$ cat config.mk
export PLATFORM = sky130hd
export DESIGN_NAME = time_based_one_time_password_unit_flat
export DESIGN_NICKNAME = d
export VERILOG_FILES = /design/src/totp_pkg.sv /design/src/totp_in_if.sv /design/src/totp_out_if.sv /design/src/totp_dp.sv /design/src/totp_ctrl.sv /design/src/time_based_one_time_password_unit.sv /design/src/flat_wrapper.sv
export SDC_FILE = /design/constraint.sdc
export NUM_CORES = 2
export LEC_CHECK = 0
export BUFFER_PORTS_ARGS = -buffer_cell sky130_fd_sc_hd__clkbuf_2
export CAP_MARGIN = 20
export CORE_MARGIN = 2
export CORE_UTILIZATION = 37
export CTS_CLUSTER_SIZE = 10
export DETAILED_ROUTE_END_ITERATION = 7
export SYNTH_ARGS = -nofsm -noshare
export SYNTH_HDL_FRONTEND = slang
export SYNTH_SLANG_ARGS = --single-unit
$ cat constraint.sdc
create_clock -name clk -period 19 [get_ports clk]
set_input_delay 3.8 -clock clk [delete_from_list [all_inputs] [get_ports clk]]
set_output_delay 3.8 -clock clk [all_outputs]
set_load 0.01 [all_outputs]
$ cat src/totp_pkg.sv
`timescale 1ns / 1ps
// Shared constants, types and helper functions of the TOTP unit.
package totp_pkg;

  // Field widths
  localparam int TIME_W  = 64;
  localparam int TOKEN_W = 30;
  localparam int CODE_W  = 30;
  localparam int STEP_W  = 31;
  localparam int KLEN_W  = 5;
  localparam int DIG_W   = 4;
  localparam int WIN_W   = 4;
  localparam int BIN_W   = 31;

  // Key storage and window limits
  localparam int KEY_BYTES   = 20;
  localparam int KEY_LEN_MAX = (KEY_BYTES < 20) ? KEY_BYTES : 20;
  localparam int MAX_WINDOW  = 15;
  localparam int MAG_W       = 4;

  // Shared step counter (divider bits, rounds, modulo bits)
  localparam int CNT_W       = 7;
  localparam int DIV_LAST    = TIME_W - 1;
  localparam int RND_LAST    = 79;
  localparam int MOD_LAST    = BIN_W;

  // Configuration register indexes
  localparam logic [2:0] REG_KEY_FIRST  = 3'd0;
  localparam logic [2:0] REG_KEY_MIDDLE = 3'd1;
  localparam logic [2:0] REG_KEY_LAST   = 3'd2;
  localparam logic [2:0] REG_KEY_LEN    = 3'd3;
  localparam logic [2:0] REG_STEP       = 3'd4;
  localparam logic [2:0] REG_DIGITS     = 3'd5;
  localparam logic [2:0] REG_WINDOW     = 3'd6;

  // Configuration reset values
  localparam logic [KLEN_W-1:0] KEY_LEN_RST = 5'd20;
  localparam logic [STEP_W-1:0] STEP_RST    = 31'd30;
  localparam logic [DIG_W-1:0]  DIGITS_RST  = 4'd6;
  localparam logic [WIN_W-1:0]  WINDOW_RST  = 4'd1;

  // HMAC pads
  localparam logic [7:0] IPAD_BYTE = 8'h36;
  localparam logic [7:0] OPAD_BYTE = 8'h5c;

  // SHA-1 initial value
  localparam logic [31:0] SHA_IV0 = 32'h67452301;
  localparam logic [31:0] SHA_IV1 = 32'hEFCDAB89;
  localparam logic [31:0] SHA_IV2 = 32'h98BADCFE;
  localparam logic [31:0] SHA_IV3 = 32'h10325476;
  localparam logic [31:0] SHA_IV4 = 32'hC3D2E1F0;

  // Message lengths in bits of the two hashed messages
  localparam logic [63:0] INNER_BITS = 64'd576;
  localparam logic [63:0] OUTER_BITS = 64'd672;

  // Block select codes
  localparam logic [1:0] BLK_IPAD  = 2'd0;
  localparam logic [1:0] BLK_MSG   = 2'd1;
  localparam logic [1:0] BLK_OPAD  = 2'd2;
  localparam logic [1:0] BLK_INNER = 2'd3;

  // Commands from controller to datapath
  typedef struct packed {
    logic             accept;
    logic             div_step;
    logic             blk_load;
    logic [1:0]       blk_sel;
    logic             h_init;
    logic             rnd_step;
    logic [CNT_W-1:0] rnd_idx;
    logic             h_add;
    logic             mod_load;
    logic             mod_step;
    logic             check;
    logic             out_load;
    logic             off_neg;
    logic [MAG_W-1:0] off_mag;
  } totp_cmd_t;

  // Status from datapath to controller
  typedef struct packed {
    logic verify;
    logic hit;
    logic out_busy;
  } totp_sts_t;

  // Round constant of SHA-1
  function automatic logic [31:0] sha_k(input logic [CNT_W-1:0] idx);
    logic [31:0] k;
    if (idx < 7'd20)      k = 32'h5A827999;
    else if (idx < 7'd40) k = 32'h6ED9EBA1;
    else if (idx < 7'd60) k = 32'h8F1BBCDC;
    else                  k = 32'hCA62C1D6;
    return k;
  endfunction

  // Round function of SHA-1
  function automatic logic [31:0] sha_f(input logic [CNT_W-1:0] idx,
                                        input logic [31:0] b,
                                        input logic [31:0] c,
                                        input logic [31:0] d);
    logic [31:0] f;
    if (idx < 7'd20)      f = (b & c) | (~b & d);
    else if (idx < 7'd40) f = b ^ c ^ d;
    else if (idx < 7'd60) f = (b & c) | (b & d) | (c & d);
    else                  f = b ^ c ^ d;
    return f;
  endfunction

  // Ten to the power of the saturated digit count
  function automatic logic [CODE_W-1:0] pow10(input logic [DIG_W-1:0] dig);
    logic [CODE_W-1:0] p;
    unique case (dig)
      4'd0, 4'd1: p = 30'd10;
      4'd2:       p = 30'd100;
      4'd3:       p = 30'd1000;
      4'd4:       p = 30'd10000;
      4'd5:       p = 30'd100000;
      4'd6:       p = 30'd1000000;
      4'd7:       p = 30'd10000000;
      4'd8:       p = 30'd100000000;
      default:    p = 30'd1000000000;
    endcase
    return p;
  endfunction

endpackage

$ cat src/totp_in_if.sv
`timescale 1ns / 1ps
// Input channel of the TOTP unit: action, time and token per beat.
interface totp_in_if;
  logic                         valid;
  logic                         ready;
  logic                         action;
  logic [totp_pkg::TIME_W-1:0]  unix_time;
  logic [totp_pkg::TOKEN_W-1:0] token;

  modport source (output valid, output action, output unix_time, output token,
                  input ready);
  modport sink (input valid, input action, input unix_time, input token,
                output ready);
endinterface

$ cat src/totp_out_if.sv
`timescale 1ns / 1ps
// Result channel of the TOTP unit: code and match flag per beat.
interface totp_out_if;
  logic                        valid;
  logic                        ready;
  logic [totp_pkg::CODE_W-1:0] code;
  logic                        match;

  modport source (output valid, output code, output match, input ready);
  modport sink (input valid, input code, input match, output ready);
endinterface

$ cat src/totp_dp.sv
`timescale 1ns / 1ps
// Datapath: time divider, SHA-1 round engine, truncation and modulo unit.
module totp_dp (
  input  logic                          clk,
  input  logic                          rst_n,
  input  totp_pkg::totp_cmd_t           cmd,
  output totp_pkg::totp_sts_t           sts,
  input  logic                          in_action,
  input  logic [totp_pkg::TIME_W-1:0]   in_unix_time,
  input  logic [totp_pkg::TOKEN_W-1:0]  in_token,
  input  logic [63:0]                   key_first,
  input  logic [63:0]                   key_middle,
  input  logic [31:0]                   key_last,
  input  logic [totp_pkg::KLEN_W-1:0]   key_len,
  input  logic [totp_pkg::STEP_W-1:0]   step_sec,
  input  logic [totp_pkg::DIG_W-1:0]    digit_cnt,
  input  logic                          out_ready,
  output logic                          out_valid,
  output logic [totp_pkg::CODE_W-1:0]   out_code,
  output logic                          out_match
);

  // Item registers
  logic                         verify_r;
  logic [totp_pkg::TOKEN_W-1:0] token_r;

  // Divider
  logic [totp_pkg::STEP_W-1:0]  rem_r;
  logic [totp_pkg::TIME_W-1:0]  quo_r;
  logic [totp_pkg::STEP_W-1:0]  step_eff;
  logic [totp_pkg::STEP_W:0]    div_sh;
  logic                         div_ge;

  // SHA-1
  logic [31:0]                  w_r [16];
  logic [31:0]                  v_r [5];
  logic [31:0]                  h_r [5];
  logic [159:0]                 inner_r;
  logic [31:0]                  w_x;
  logic [31:0]                  w_new;
  logic [31:0]                  t_sum;
  logic [31:0]                  iv [5];

  // Blocks
  logic [511:0]                 kblk;
  logic [511:0]                 blk;
  logic [63:0]                  ctr;
  logic [totp_pkg::KLEN_W-1:0]  len_eff;
  logic [159:0]                 key_all;

  // Truncation and modulo
  logic [159:0]                 digest;
  logic [159:0]                 dig_sh;
  logic [totp_pkg::BIN_W-1:0]   bin_r;
  logic [totp_pkg::CODE_W-1:0]  mrem_r;
  logic [totp_pkg::CODE_W-1:0]  modulus;
  logic [totp_pkg::CODE_W:0]    mod_sh;
  logic                         mod_ge;

  // Results
  logic [totp_pkg::CODE_W-1:0]  code_r;
  logic                         match_r;
  logic                         out_valid_r;
  logic [totp_pkg::CODE_W-1:0]  out_code_r;
  logic                         out_match_r;

  assign iv[0] = totp_pkg::SHA_IV0;
  assign iv[1] = totp_pkg::SHA_IV1;
  assign iv[2] = totp_pkg::SHA_IV2;
  assign iv[3] = totp_pkg::SHA_IV3;
  assign iv[4] = totp_pkg::SHA_IV4;

  // Divider step: shift in one dividend bit, subtract when it fits
  assign step_eff = (step_sec == '0) ? {{(totp_pkg::STEP_W-1){1'b0}}, 1'b1} : step_sec;
  assign div_sh   = {rem_r, quo_r[totp_pkg::TIME_W-1]};
  assign div_ge   = div_sh >= {1'b0, step_eff};

  always_ff @(posedge clk) begin
    if (cmd.accept) begin
      verify_r <= in_action;
      token_r  <= in_token;
      rem_r    <= '0;
      quo_r    <= in_unix_time;
    end else if (cmd.div_step) begin
      rem_r <= div_ge ? totp_pkg::STEP_W'(div_sh - {1'b0, step_eff})
                      : div_sh[totp_pkg::STEP_W-1:0];
      quo_r <= {quo_r[totp_pkg::TIME_W-2:0], div_ge};
    end
  end

  // Key block with zero padding beyond the key length
  assign key_all = {key_first, key_middle, key_last};
  assign len_eff = (key_len > totp_pkg::KLEN_W'(totp_pkg::KEY_LEN_MAX))
                   ? totp_pkg::KLEN_W'(totp_pkg::KEY_LEN_MAX) : key_len;

  always_comb begin
    kblk = '0;
    for (int i = 0; i < 20; i++) begin
      if (totp_pkg::KLEN_W'(i) < len_eff) kblk[511-8*i -: 8] = key_all[159-8*i -: 8];
    end
  end

  // Counter for the current window offset
  assign ctr = cmd.off_neg ? quo_r - {{(64-totp_pkg::MAG_W){1'b0}}, cmd.off_mag}
                           : quo_r + {{(64-totp_pkg::MAG_W){1'b0}}, cmd.off_mag};

  // Select the block to hash
  always_comb begin
    unique case (cmd.blk_sel)
      totp_pkg::BLK_IPAD:  blk = kblk ^ {64{totp_pkg::IPAD_BYTE}};
      totp_pkg::BLK_MSG:   blk = {ctr, 8'h80, 376'd0, totp_pkg::INNER_BITS};
      totp_pkg::BLK_OPAD:  blk = kblk ^ {64{totp_pkg::OPAD_BYTE}};
      default:             blk = {inner_r, 8'h80, 280'd0, totp_pkg::OUTER_BITS};
    endcase
  end

  // Schedule word and round sum
  assign w_x   = w_r[13] ^ w_r[8] ^ w_r[2] ^ w_r[0];
  assign w_new = {w_x[30:0], w_x[31]};
  assign t_sum = {v_r[0][26:0], v_r[0][31:27]}
               + totp_pkg::sha_f(cmd.rnd_idx, v_r[1], v_r[2], v_r[3])
               + v_r[4] + totp_pkg::sha_k(cmd.rnd_idx) + w_r[0];

  // Load block, run rounds, fold into chaining value
  always_ff @(posedge clk) begin
    if (cmd.blk_load) begin
      for (int i = 0; i < 16; i++) w_r[i] <= blk[511-32*i -: 32];
      for (int i = 0; i < 5; i++) begin
        v_r[i] <= cmd.h_init ? iv[i] : h_r[i];
        if (cmd.h_init) h_r[i] <= iv[i];
      end
    end else if (cmd.rnd_step) begin
      for (int i = 0; i < 15; i++) w_r[i] <= w_r[i+1];
      w_r[15] <= w_new;
      v_r[0]  <= t_sum;
      v_r[1]  <= v_r[0];
      v_r[2]  <= {v_r[1][1:0], v_r[1][31:2]};
      v_r[3]  <= v_r[2];
      v_r[4]  <= v_r[3];
    end else if (cmd.h_add) begin
      for (int i = 0; i < 5; i++) begin
        h_r[i] <= h_r[i] + v_r[i];
        if (cmd.blk_sel == totp_pkg::BLK_MSG) inner_r[159-32*i -: 32] <= h_r[i] + v_r[i];
      end
    end
  end

  // Dynamic truncation: 31 bits at the byte offset named by the last nibble
  assign digest  = {h_r[0], h_r[1], h_r[2], h_r[3], h_r[4]};
  assign dig_sh  = digest << {h_r[4][3:0], 3'b000};
  assign modulus = totp_pkg::pow10((digit_cnt > 4'd9) ? 4'd9 : digit_cnt);
  assign mod_sh  = {mrem_r, bin_r[totp_pkg::BIN_W-1]};
  assign mod_ge  = mod_sh >= {1'b0, modulus};

  // Bit-serial remainder by ten to the digit count
  always_ff @(posedge clk) begin
    if (cmd.mod_load) begin
      bin_r  <= dig_sh[158:128];
      mrem_r <= '0;
    end else if (cmd.mod_step) begin
      mrem_r <= mod_ge ? totp_pkg::CODE_W'(mod_sh - {1'b0, modulus})
                       : mod_sh[totp_pkg::CODE_W-1:0];
      bin_r  <= {bin_r[totp_pkg::BIN_W-2:0], 1'b0};
    end
  end

  assign sts.verify   = verify_r;
  assign sts.hit      = verify_r && (mrem_r == token_r);
  assign sts.out_busy = out_valid_r;

  // Hold code of offset zero and the match flag
  always_ff @(posedge clk) begin
    if (!rst_n) begin
      match_r <= 1'b0;
    end else if (cmd.accept) begin
      match_r <= 1'b0;
    end else if (cmd.check && sts.hit) begin
      match_r <= 1'b1;
    end
  end

  always_ff @(posedge clk) begin
    if (cmd.check && !cmd.off_neg && cmd.off_mag == '0) code_r <= mrem_r;
  end

  // Output register
  always_ff @(posedge clk) begin
    if (!rst_n) begin
      out_valid_r <= 1'b0;
    end else if (cmd.out_load) begin
      out_valid_r <= 1'b1;
    end else if (out_ready) begin
      out_valid_r <= 1'b0;
    end
  end

  always_ff @(posedge clk) begin
    if (cmd.out_load) begin
      out_code_r  <= code_r;
      out_match_r <= match_r;
    end
  end

  assign out_valid = out_valid_r;
  assign out_code  = out_code_r;
  assign out_match = out_match_r;

endmodule

$ cat src/totp_ctrl.sv
`timescale 1ns / 1ps
// Controller: sequences divide, four compressions, modulo and window walk.
module totp_ctrl (
  input  logic                        clk,
  input  logic                        rst_n,
  input  logic                        in_valid,
  output logic                        in_ready,
  input  logic [totp_pkg::WIN_W-1:0]  window,
  input  totp_pkg::totp_sts_t         sts,
  output totp_pkg::totp_cmd_t         cmd
);

  localparam logic [2:0] S_IDLE = 3'd0;
  localparam logic [2:0] S_DIV  = 3'd1;
  localparam logic [2:0] S_LOAD = 3'd2;
  localparam logic [2:0] S_RND  = 3'd3;
  localparam logic [2:0] S_ADD  = 3'd4;
  localparam logic [2:0] S_MOD  = 3'd5;
  localparam logic [2:0] S_CHK  = 3'd6;
  localparam logic [2:0] S_OUT  = 3'd7;

  logic [2:0]                 state_r, state_nxt;
  logic [totp_pkg::CNT_W-1:0] cnt_r, cnt_nxt;
  logic [1:0]                 blk_r, blk_nxt;
  logic                       neg_r, neg_nxt;
  logic [totp_pkg::MAG_W-1:0] mag_r, mag_nxt;
  logic [totp_pkg::MAG_W-1:0] win_eff;

  // Saturate the window
  assign win_eff = (window > totp_pkg::WIN_W'(totp_pkg::MAX_WINDOW))
                   ? totp_pkg::MAG_W'(totp_pkg::MAX_WINDOW) : totp_pkg::MAG_W'(window);

  // Next state and commands
  always_comb begin
    state_nxt   = state_r;
    cnt_nxt     = cnt_r;
    blk_nxt     = blk_r;
    neg_nxt     = neg_r;
    mag_nxt     = mag_r;
    in_ready    = 1'b0;
    cmd         = '0;
    cmd.blk_sel = blk_r;
    cmd.rnd_idx = cnt_r;
    cmd.off_neg = neg_r;
    cmd.off_mag = mag_r;
    unique case (state_r)
      S_IDLE: begin
        in_ready = 1'b1;
        if (in_valid) begin
          cmd.accept = 1'b1;
          cnt_nxt    = '0;
          blk_nxt    = totp_pkg::BLK_IPAD;
          neg_nxt    = 1'b0;
          mag_nxt    = '0;
          state_nxt  = S_DIV;
        end
      end
      S_DIV: begin
        cmd.div_step = 1'b1;
        cnt_nxt      = cnt_r + 1'b1;
        if (cnt_r == totp_pkg::CNT_W'(totp_pkg::DIV_LAST)) state_nxt = S_LOAD;
      end
      S_LOAD: begin
        cmd.blk_load = 1'b1;
        cmd.h_init   = !blk_r[0];
        cnt_nxt      = '0;
        state_nxt    = S_RND;
      end
      S_RND: begin
        cmd.rnd_step = 1'b1;
        if (cnt_r == totp_pkg::CNT_W'(totp_pkg::RND_LAST)) begin
          state_nxt = S_ADD;
        end else begin
          cnt_nxt = cnt_r + 1'b1;
        end
      end
      S_ADD: begin
        cmd.h_add = 1'b1;
        blk_nxt   = blk_r + 1'b1;
        cnt_nxt   = '0;
        state_nxt = (blk_r == totp_pkg::BLK_INNER) ? S_MOD : S_LOAD;
      end
      S_MOD: begin
        cmd.mod_load = (cnt_r == '0);
        cmd.mod_step = (cnt_r != '0);
        cnt_nxt      = cnt_r + 1'b1;
        if (cnt_r == totp_pkg::CNT_W'(totp_pkg::MOD_LAST)) state_nxt = S_CHK;
      end
      S_CHK: begin
        cmd.check = 1'b1;
        if (!sts.verify || sts.hit || (!neg_r && mag_r >= win_eff)) begin
          state_nxt = S_OUT;
        end else begin
          // walk offsets: 0, -1, +1, -2, +2, ...
          neg_nxt   = !neg_r;
          mag_nxt   = neg_r ? mag_r : mag_r + 1'b1;
          blk_nxt   = totp_pkg::BLK_IPAD;
          state_nxt = S_LOAD;
        end
      end
      S_OUT: begin
        if (!sts.out_busy) begin
          cmd.out_load = 1'b1;
          state_nxt    = S_IDLE;
        end
      end
    endcase
  end

  always_ff @(posedge clk) begin
    if (!rst_n) begin
      state_r <= S_IDLE;
      cnt_r   <= '0;
      blk_r   <= '0;
      neg_r   <= 1'b0;
      mag_r   <= '0;
    end else begin
      state_r <= state_nxt;
      cnt_r   <= cnt_nxt;
      blk_r   <= blk_nxt;
      neg_r   <= neg_nxt;
      mag_r   <= mag_nxt;
    end
  end

`ifndef NO_ASSERTIONS
  a_rnd_bound: assert property (@(posedge clk) disable iff (!rst_n)
    (state_r == S_RND) |-> (cnt_r <= totp_pkg::CNT_W'(totp_pkg::RND_LAST)))
    else $error("round counter past last round");

  a_accept_div: assert property (@(posedge clk) disable iff (!rst_n)
    (state_r == S_IDLE && in_valid) |=> (state_r == S_DIV && cnt_r == '0))
    else $error("accepted beat did not start divider");

  a_gen_single: assert property (@(posedge clk) disable iff (!rst_n)
    (state_r == S_CHK && !sts.verify) |=> (state_r == S_OUT))
    else $error("generate computed more than one code");

  a_last_blk: assert property (@(posedge clk) disable iff (!rst_n)
    (state_r == S_ADD && blk_r == totp_pkg::BLK_INNER) |=> (state_r == S_MOD))
    else $error("outer hash did not end in modulo");
`endif

endmodule

$ cat src/time_based_one_time_password_unit.sv
`timescale 1ns / 1ps
// Top level of the TOTP unit: configuration registers, controller and datapath.
// Each input beat gives one result beat. An item computes one code for generate, and
// for verify from 1 up to 2*window+1 codes, stopping at the first match (offsets
// tried as 0, -1, +1, -2, +2 and so on). Around the codes come the hand-in, a bit-serial
// divide of the 64-bit time by the step, and the result hand-off; each code is four
// SHA-1 compressions of 80 rounds on a single one-round-per-cycle engine plus load
// and fold steps, and a bit-serial remainder of the 31-bit value by ten to the digit
// count. A finished result waits in an output register while the next item is
// accepted. Write configuration only while idle.
module time_based_one_time_password_unit (
  input  logic              clk,
  input  logic              rst_n,
  totp_in_if.sink           in_ch,
  totp_out_if.source        out_ch,
  input  logic              cfg_psel,
  input  logic              cfg_penable,
  input  logic              cfg_pwrite,
  input  logic [5:0]        cfg_paddr,
  input  logic [63:0]       cfg_pwdata,
  output logic [63:0]       cfg_prdata,
  output logic              cfg_pready
);

  logic [63:0]                  key_first_r;
  logic [63:0]                  key_middle_r;
  logic [31:0]                  key_last_r;
  logic [totp_pkg::KLEN_W-1:0]  key_len_r;
  logic [totp_pkg::STEP_W-1:0]  step_r;
  logic [totp_pkg::DIG_W-1:0]   digits_r;
  logic [totp_pkg::WIN_W-1:0]   window_r;
  logic [2:0]                   reg_idx;
  logic                         cfg_wr;
  totp_pkg::totp_cmd_t          cmd;
  totp_pkg::totp_sts_t          sts;

  assign cfg_pready = 1'b1;
  assign reg_idx    = cfg_paddr[5:3];
  assign cfg_wr     = cfg_psel && cfg_penable && cfg_pwrite;

  // Write configuration registers
  always_ff @(posedge clk) begin
    if (!rst_n) begin
      key_first_r  <= '0;
      key_middle_r <= '0;
      key_last_r   <= '0;
      key_len_r    <= totp_pkg::KEY_LEN_RST;
      step_r       <= totp_pkg::STEP_RST;
      digits_r     <= totp_pkg::DIGITS_RST;
      window_r     <= totp_pkg::WINDOW_RST;
    end else if (cfg_wr) begin
      unique case (reg_idx)
        totp_pkg::REG_KEY_FIRST:  key_first_r  <= cfg_pwdata;
        totp_pkg::REG_KEY_MIDDLE: key_middle_r <= cfg_pwdata;
        totp_pkg::REG_KEY_LAST:   key_last_r   <= cfg_pwdata[31:0];
        totp_pkg::REG_KEY_LEN:    key_len_r    <= cfg_pwdata[totp_pkg::KLEN_W-1:0];
        totp_pkg::REG_STEP:       step_r       <= cfg_pwdata[totp_pkg::STEP_W-1:0];
        totp_pkg::REG_DIGITS:     digits_r     <= cfg_pwdata[totp_pkg::DIG_W-1:0];
        totp_pkg::REG_WINDOW:     window_r     <= cfg_pwdata[totp_pkg::WIN_W-1:0];
        default: ;
      endcase
    end
  end

  // Read back
  always_comb begin
    unique case (reg_idx)
      totp_pkg::REG_KEY_FIRST:  cfg_prdata = key_first_r;
      totp_pkg::REG_KEY_MIDDLE: cfg_prdata = key_middle_r;
      totp_pkg::REG_KEY_LAST:   cfg_prdata = {32'd0, key_last_r};
      totp_pkg::REG_KEY_LEN:    cfg_prdata = {{(64-totp_pkg::KLEN_W){1'b0}}, key_len_r};
      totp_pkg::REG_STEP:       cfg_prdata = {{(64-totp_pkg::STEP_W){1'b0}}, step_r};
      totp_pkg::REG_DIGITS:     cfg_prdata = {{(64-totp_pkg::DIG_W){1'b0}}, digits_r};
      totp_pkg::REG_WINDOW:     cfg_prdata = {{(64-totp_pkg::WIN_W){1'b0}}, window_r};
      default:                  cfg_prdata = '0;
    endcase
  end

  totp_ctrl u_ctrl (
    .clk      (clk),
    .rst_n    (rst_n),
    .in_valid (in_ch.valid),
    .in_ready (in_ch.ready),
    .window   (window_r),
    .sts      (sts),
    .cmd      (cmd)
  );

  totp_dp u_dp (
    .clk          (clk),
    .rst_n        (rst_n),
    .cmd          (cmd),
    .sts          (sts),
    .in_action    (in_ch.action),
    .in_unix_time (in_ch.unix_time),
    .in_token     (in_ch.token),
    .key_first    (key_first_r),
    .key_middle   (key_middle_r),
    .key_last     (key_last_r),
    .key_len      (key_len_r),
    .step_sec     (step_r),
    .digit_cnt    (digits_r),
    .out_ready    (out_ch.ready),
    .out_valid    (out_ch.valid),
    .out_code     (out_ch.code),
    .out_match    (out_ch.match)
  );

endmodule

$ cat src/flat_wrapper.sv
// flat-port wrapper written by rule: the top's interface ports become plain ports
module time_based_one_time_password_unit_flat 
  (clk, rst_n, cfg_psel, cfg_penable, cfg_pwrite, cfg_paddr, cfg_pwdata, cfg_prdata, cfg_pready, in_ch_valid, in_ch_action, in_ch_unix_time, in_ch_token, in_ch_ready, out_ch_valid, out_ch_code, out_ch_match, out_ch_ready);
  totp_in_if in_ch_i ();
  totp_out_if out_ch_i ();
  input  logic clk;
  input  logic rst_n;
  input  logic cfg_psel;
  input  logic cfg_penable;
  input  logic cfg_pwrite;
  input  logic [5:0] cfg_paddr;
  input  logic [63:0] cfg_pwdata;
  output logic [63:0] cfg_prdata;
  output logic cfg_pready;
  input wire logic [$bits(in_ch_i.valid)-1:0] in_ch_valid;
  input wire logic [$bits(in_ch_i.action)-1:0] in_ch_action;
  input wire logic [$bits(in_ch_i.unix_time)-1:0] in_ch_unix_time;
  input wire logic [$bits(in_ch_i.token)-1:0] in_ch_token;
  output wire logic [$bits(in_ch_i.ready)-1:0] in_ch_ready;
  output wire logic [$bits(out_ch_i.valid)-1:0] out_ch_valid;
  output wire logic [$bits(out_ch_i.code)-1:0] out_ch_code;
  output wire logic [$bits(out_ch_i.match)-1:0] out_ch_match;
  input wire logic [$bits(out_ch_i.ready)-1:0] out_ch_ready;
  assign in_ch_i.valid = in_ch_valid;
  assign in_ch_i.action = in_ch_action;
  assign in_ch_i.unix_time = in_ch_unix_time;
  assign in_ch_i.token = in_ch_token;
  assign in_ch_ready = in_ch_i.ready;
  assign out_ch_valid = out_ch_i.valid;
  assign out_ch_code = out_ch_i.code;
  assign out_ch_match = out_ch_i.match;
  assign out_ch_i.ready = out_ch_ready;
  time_based_one_time_password_unit u_core (.clk(clk), .rst_n(rst_n), .in_ch(in_ch_i), .out_ch(out_ch_i), .cfg_psel(cfg_psel), .cfg_penable(cfg_penable), .cfg_pwrite(cfg_pwrite), .cfg_paddr(cfg_paddr), .cfg_pwdata(cfg_pwdata), .cfg_prdata(cfg_prdata), .cfg_pready(cfg_pready));
endmodule
* After elaboration in Yosys (flattened, before gate mapping)
Memories as Yosys holds them, arrays and structs flattened. Index checks and enable logic that the tools add are counted.
Storage, ports and cells: memory bits (read-only) 464, memory bits (writable) 832, memories kept 4, register bits 631, output and inout bits 98, input port bits 172
Operators by class: add/sub/neg operators 16, equal/unequal tests 28, bitwise gates (word level) 44, muxes and demuxes 117, shift operators 1, reductions and logical operators 41, $lt $le $gt $ge 29
Memories:
- u_core.u_dp.w_r | words 16, bits a word 32, rd ports 16, clocked after Yosys merged registers in 0, wr ports 16, RTL line totp_dp.sv:35 | logic [31:0] w_r [16];
- (no name shown) | words 16, bits a word 29, rd ports 1, clocked after Yosys merged registers in 0, wr ports 0, RTL line totp_pkg.sv:114 | unique case (dig)
- u_core.u_dp.h_r | words 5, bits a word 32, rd ports 5, clocked after Yosys merged registers in 0, wr ports 5, RTL line totp_dp.sv:37 | logic [31:0] h_r [5];
- u_core.u_dp.v_r | words 5, bits a word 32, rd ports 5, clocked after Yosys merged registers in 0, wr ports 5, RTL line totp_dp.sv:36 | logic [31:0] v_r [5];
Operators with widths (number):
- $pmux 512 s3 | 1
- $mux 32 | 36
- $not 256->256 | 2
- $pmux 64 s7 | 1
- $add 32x32->32 | 9
- $mux 64 | 3
- $mux 8 | 20
- $shl 160x7->159 | 1
- $xor 32x32->32 | 5
- $mux 31 | 5
- $and 32x32->32 | 4
- $or 32x32->32 | 3
- $add 64x4->64 | 1
- $sub 64x4->64 | 1
- $lt 4x5->1 const A | 8
- $ge 32x31->1 | 1
- $not 32->32 | 1
- $ge 31x30->1 | 1
- $logic_not 31->1 | 1
- $sub 31x31->31 | 1
- $eq 30x30->1 | 1
- $mux 30 | 1
- $sub 30x30->30 | 1
- $pmux 7 s4 | 1
- 49 further kinds | 167

* Logic depth before layout (Yosys ltp)
An unclocked memory read counts as a cell.
word-level depth 12, gate-level depth with buffers 27

* Hierarchy
Synthesis repeated with hierarchy kept, for this count alone.
Unflattened totals: cells, all modules 8267, area, all modules 86178.9 um^2
Modules (own cells, without submodules):
- totp_dp | instances 1, cells an instance 7149, area each 75603.8 um^2
- time_based_one_time_password_unit | instances 1, cells an instance 949, area each 9171.3 um^2
- totp_ctrl | instances 1, cells an instance 169, area each 1403.8 um^2

* Worst setup path after synthesis
No wires, ideal clock.
path type register -> register, from register u_core.u_ctrl.state_r[1], to memory u_core.u_dp.w_r[8][23], in the netlist u_core.u_dp.w_r[1][23] (data pin), library setup time 270 ps, stages on the path, launching flop included 5, required time 18730 ps, clock period less this slack 20664 ps, arrival 20394 ps, path slack -1664 ps, cells stage by stage dfxtp_1 clkinv_1 nor2_1 clkbuf_1 and3_1
RTL lines:
- from (decl) | RTL line totp_ctrl.sv:22 | logic [2:0] state_r, state_nxt;
- from (signal assigned) | RTL line totp_ctrl.sv:118 | state_r <= state_nxt;
- to (decl) | RTL line totp_dp.sv:35

* Worst setup path in the final report
from input port cfg_paddr[3], to output port cfg_prdata[28]
Between the ends: word-level cells in the longest chain between the ends 2, elaborated cells on any way between the ends 8, those cells by class eq/ne (6); mux (1); reduce/logical (1)
RTL lines:
- from (decl) | RTL line flat_wrapper.sv:11 | input logic [5:0] cfg_paddr;
- $eq 3x3->1 (tied with other cells) | RTL line time_based_one_time_password_unit.sv:67 | unique case (reg_idx)
- $pmux 64 s7 * | RTL line time_based_one_time_password_unit.sv:67
- to (decl) | RTL line flat_wrapper.sv:13 | output logic [63:0] cfg_prdata;
Mark *: on every way between the ends. The rest lies on a longest branch, timed or not.

==> results.md <==
* Clock Path Buffers at 3
* Number of register bits inferred by synthesis at 1463
* Max Fclk at 104 MHz
* Core Region at 0.224 sq mm
* Cell count after synthesis at 8091
* H-tree depth at 4
* Primary FF master, synth: edfxtp_1
* FILL cells at 21600
* Total congestion overflow at 0
* Endpoints failing setup at 0
* Worst Setup End Kind: output pin
* Critical Path AT at 5.85 ns
* CTS Buf Count at 176
* Register area share after synthesis at 49.3%
* Clk_skew at 0.0410 ns
* Total nets after synthesis at 8753
* Initial Util at 37.1%
* Max Cap Viol at 0
* Unrepaired setup endpoints after global routing: no
* DR iter-0 viols at 9421
* DRT antenna net count at 0
* Leading area contributor after synthesis: edfxtp_1
* Synth area leaders: edfxtp_1, dfxtp_1, nand2_1
* Final Core Density at 41.4%
* Sequential power share at 34.2%
* Top cell type's share of synthesized area at 42.5%
* Drt total wl at 335 mm
* Avg Cell Area, Syn at 10.3 sq um
* Die Span X at 479 um
* CTS Root Cell: clkbuf_16
* Sinks on Clock Net at 1463
* Slew @ Worst Pin at 1.48 ns
* Total power draw at 13.5 mW
* Port buffer count at 265
* Post-synth EDFFs at 1179
* Fraction of registers with async set/reset at 0%
* Setup TNS at 0 ns
* Synthesized area at 0.0833 sq mm
* Placed cell count at 11000
* Total global-route track usage at 28.3%
* Vias per inst at 5.97
* Synth warn at 0
* Int Power at 7.99 mW
* Final Cycle Share at 50.8%
* Worst R2R Path Depth at 27
* Sw Share at 40.7%
* DR WL/cell at 29.7 um
* Logic pwr share at 42.0%
* Top cells by count, synth: nand2_1, edfxtp_1, a21oi_1
* Postcts setup bufs at 0
* Worst-Skew Late Latency at 0.84 ns
* Post-DP HPWL at 252 mm
* Cts hold-fix bufs at 0
* Pre-antenna DRT Iters at 8
* Placer Congestion at 0.980
* Startpoint types: input port
* Pwr Density at 145 mW/mm^2
* Status: finished, final reports clean
* Layout Cells excl Fill at 11300
* Number of global-route vias before repair at 61900
* Hold path start: u_core.u_dp.code_r[12]
* Peak supply drop at 98.1 uV
* Final nets at 8823
* Worst reg-to-reg setup slack at 10.70 ns
* Final max-slew violation count at 0
* Largest net degree at the start of global routing at 157
* Final min period at 9.65 ns
* WHS Endpoint: u_core.u_dp.out_code[12]
* WP data required at 15.20 ns
* Residual DRC count at 0
* Clock share of power at 23.7%
* Sw power at 5.49 mW
* Synth unique cells at 82
* Leakage at 34.5 nW
* Ratio of cells with drive above 1 in the final layout at 9.15%
* # IOs at 270
* Hold Path Cell Cnt at 0
* HP Class: reg2reg
* Initial antenna violation count at 29
* Reg-to-Reg End: u_core.u_dp.v_r[0][27]
* Cell with the most instances after synthesis: nand2_1
* Reg-to-reg startpoint: u_core.u_ctrl.cnt_r[4]
* First-pass GRT wire length at 466 mm
* Clock transition at path regs at 0.06 ns
* Worst-path fanout max at 60
* WS Path Type: in2out
* Fin. Hold Viols at 0
* Area Growth Syn to Fin at 11.4%
* CTS tree: done
* Floorplan row count at 174
* Die height at 479 um
* Die area at 0.229 sq mm
* Via Count at 67200
* Relative slew slack at 1.31%
* Cts repair resizes at 0
## state kept, by name (all words and copies together) (netlist names), 5 cells and up
signal                flops
u_core.u_dp.w_r         512
u_core.u_dp.h_r         160
u_core.u_dp.inner_r     160
u_core.u_dp.v_r         160
u_core.key_first_r       64
u_core.key_middle_r      64
u_core.u_dp.quo_r        64
u_core.key_last_r        32
u_core.step_r            31
u_core.u_dp.bin_r        31
u_core.u_dp.rem_r        31
u_core.u_dp.code_r       30
u_core.u_dp.mrem_r       30
u_core.u_dp.out_code     30
u_core.u_dp.token_r      30
u_core.u_ctrl.cnt_r       7
u_core.key_len_r          5
## cells by family after synthesis
kind of cell | after synthesis | share of synthesized area [%]
buffers and inverters | 791 | 3.58
flip-flops | 1463 | 49.3
adder cells (fa/ha/maj) | 490 | 8.51
multiplexers | 226 | 3.88
AND/OR/NAND/NOR | 2436 | 13.1
other | 1 | 0.00450
AO/OA/AOI/OAI | 2288 | 17.5
XOR/XNOR | 396 | 4.16
## layer usage
layer | part of all wire, % | GRT usage, %
met4 | 6.6 | 15.7
met3 | 10 | 6.30
met2 | 43 | 42.5
met5 | 0.023 | 0
met1 | 40 | 37.9
## area by class of cell
cell class	count	area, sq um	area share [%]
multi-input combinational	5837	39500	42.5
inverter	322	1220	1.31
tap	2992	3740	4.03
clock inverter	38	408	0.439
timing repair buffer	361	2110	2.27
sequential	1463	41100	44.3
antenna	7	17.5	0.0189
clock buffer	237	4750	5.12
## per-stage QoR
step           area, sq um  worst slack (ns)  hold WS, ns
6_report             92800              9.35        0.399
5_1_grt              92800              9.31        0.418
4_1_cts              92800              9.43        0.406
3_5_place_dp         87600              9.43        0.405
3_3_place_gp         87600              9.41        0.400
2_1_floorplan        83300              5.75        0.400
## power groups by stage
stage | combinational (mW) | sequential (mW) | clock, mW
6_report | 5.67 | 4.61 | 3.20
5_1_grt | 6.16 | 4.63 | 3.34
4_1_cts | 5.60 | 4.59 | 3.23
3_5_place_dp | 5.56 | 4.65 | 0
3_3_place_gp | 5.51 | 4.65 | 0
2_1_floorplan | 3.86 | 4.60 | 0
## layout by cell type, fill, tap and decap left out, types with 58 or more instances in the layout
| cell | count |
|---|---|
| a31oi_1 | 58 |
| inv_1 | 314 |
| mux2i_1 | 118 |
| and3_1 | 76 |
| a21o_1 | 345 |
| o21ai_0 | 452 |
| xor2_1 | 164 |
| buf_4 | 91 |
| nor2_1 | 401 |
| nor2b_1 | 67 |
| edfxtp_1 | 1179 |
| ha_1 | 358 |
| dfxtp_1 | 283 |
| clkbuf_2 | 265 |
| xnor2_1 | 232 |
| nand2b_1 | 123 |
| a21oi_1 | 793 |
| nand2_1 | 1259 |
| o22a_1 | 65 |
| mux4_2 | 74 |
| a22o_1 | 122 |
| fa_1 | 128 |
| and2_1 | 136 |
| clkbuf_16 | 181 |
| nor3_1 | 69 |
| nand3_1 | 134 |
## worst max-delay path, stage by stage
cell      delay [ns]
clkbuf_2        0.34
nor3b_2         0.23
buf_4           0.70
a22o_1          0.26
a221o_1         0.25
clkbuf_2        0.19
## worst max-delay path by stage
stage | from | to | cells after the start
after floorplan | u_core.u_ctrl.state_r[0] | u_core.u_dp.h_r[0][0] | 6
after global placement | cfg_paddr[3] | cfg_prdata[28] | 6
after detailed placement | cfg_paddr[3] | cfg_prdata[28] | 6
after CTS | cfg_paddr[3] | cfg_prdata[28] | 6
after global routing | cfg_paddr[4] | cfg_prdata[26] | 6
final | cfg_paddr[3] | cfg_prdata[28] | 6
Note: power is estimated with default switching activity, not from simulation.
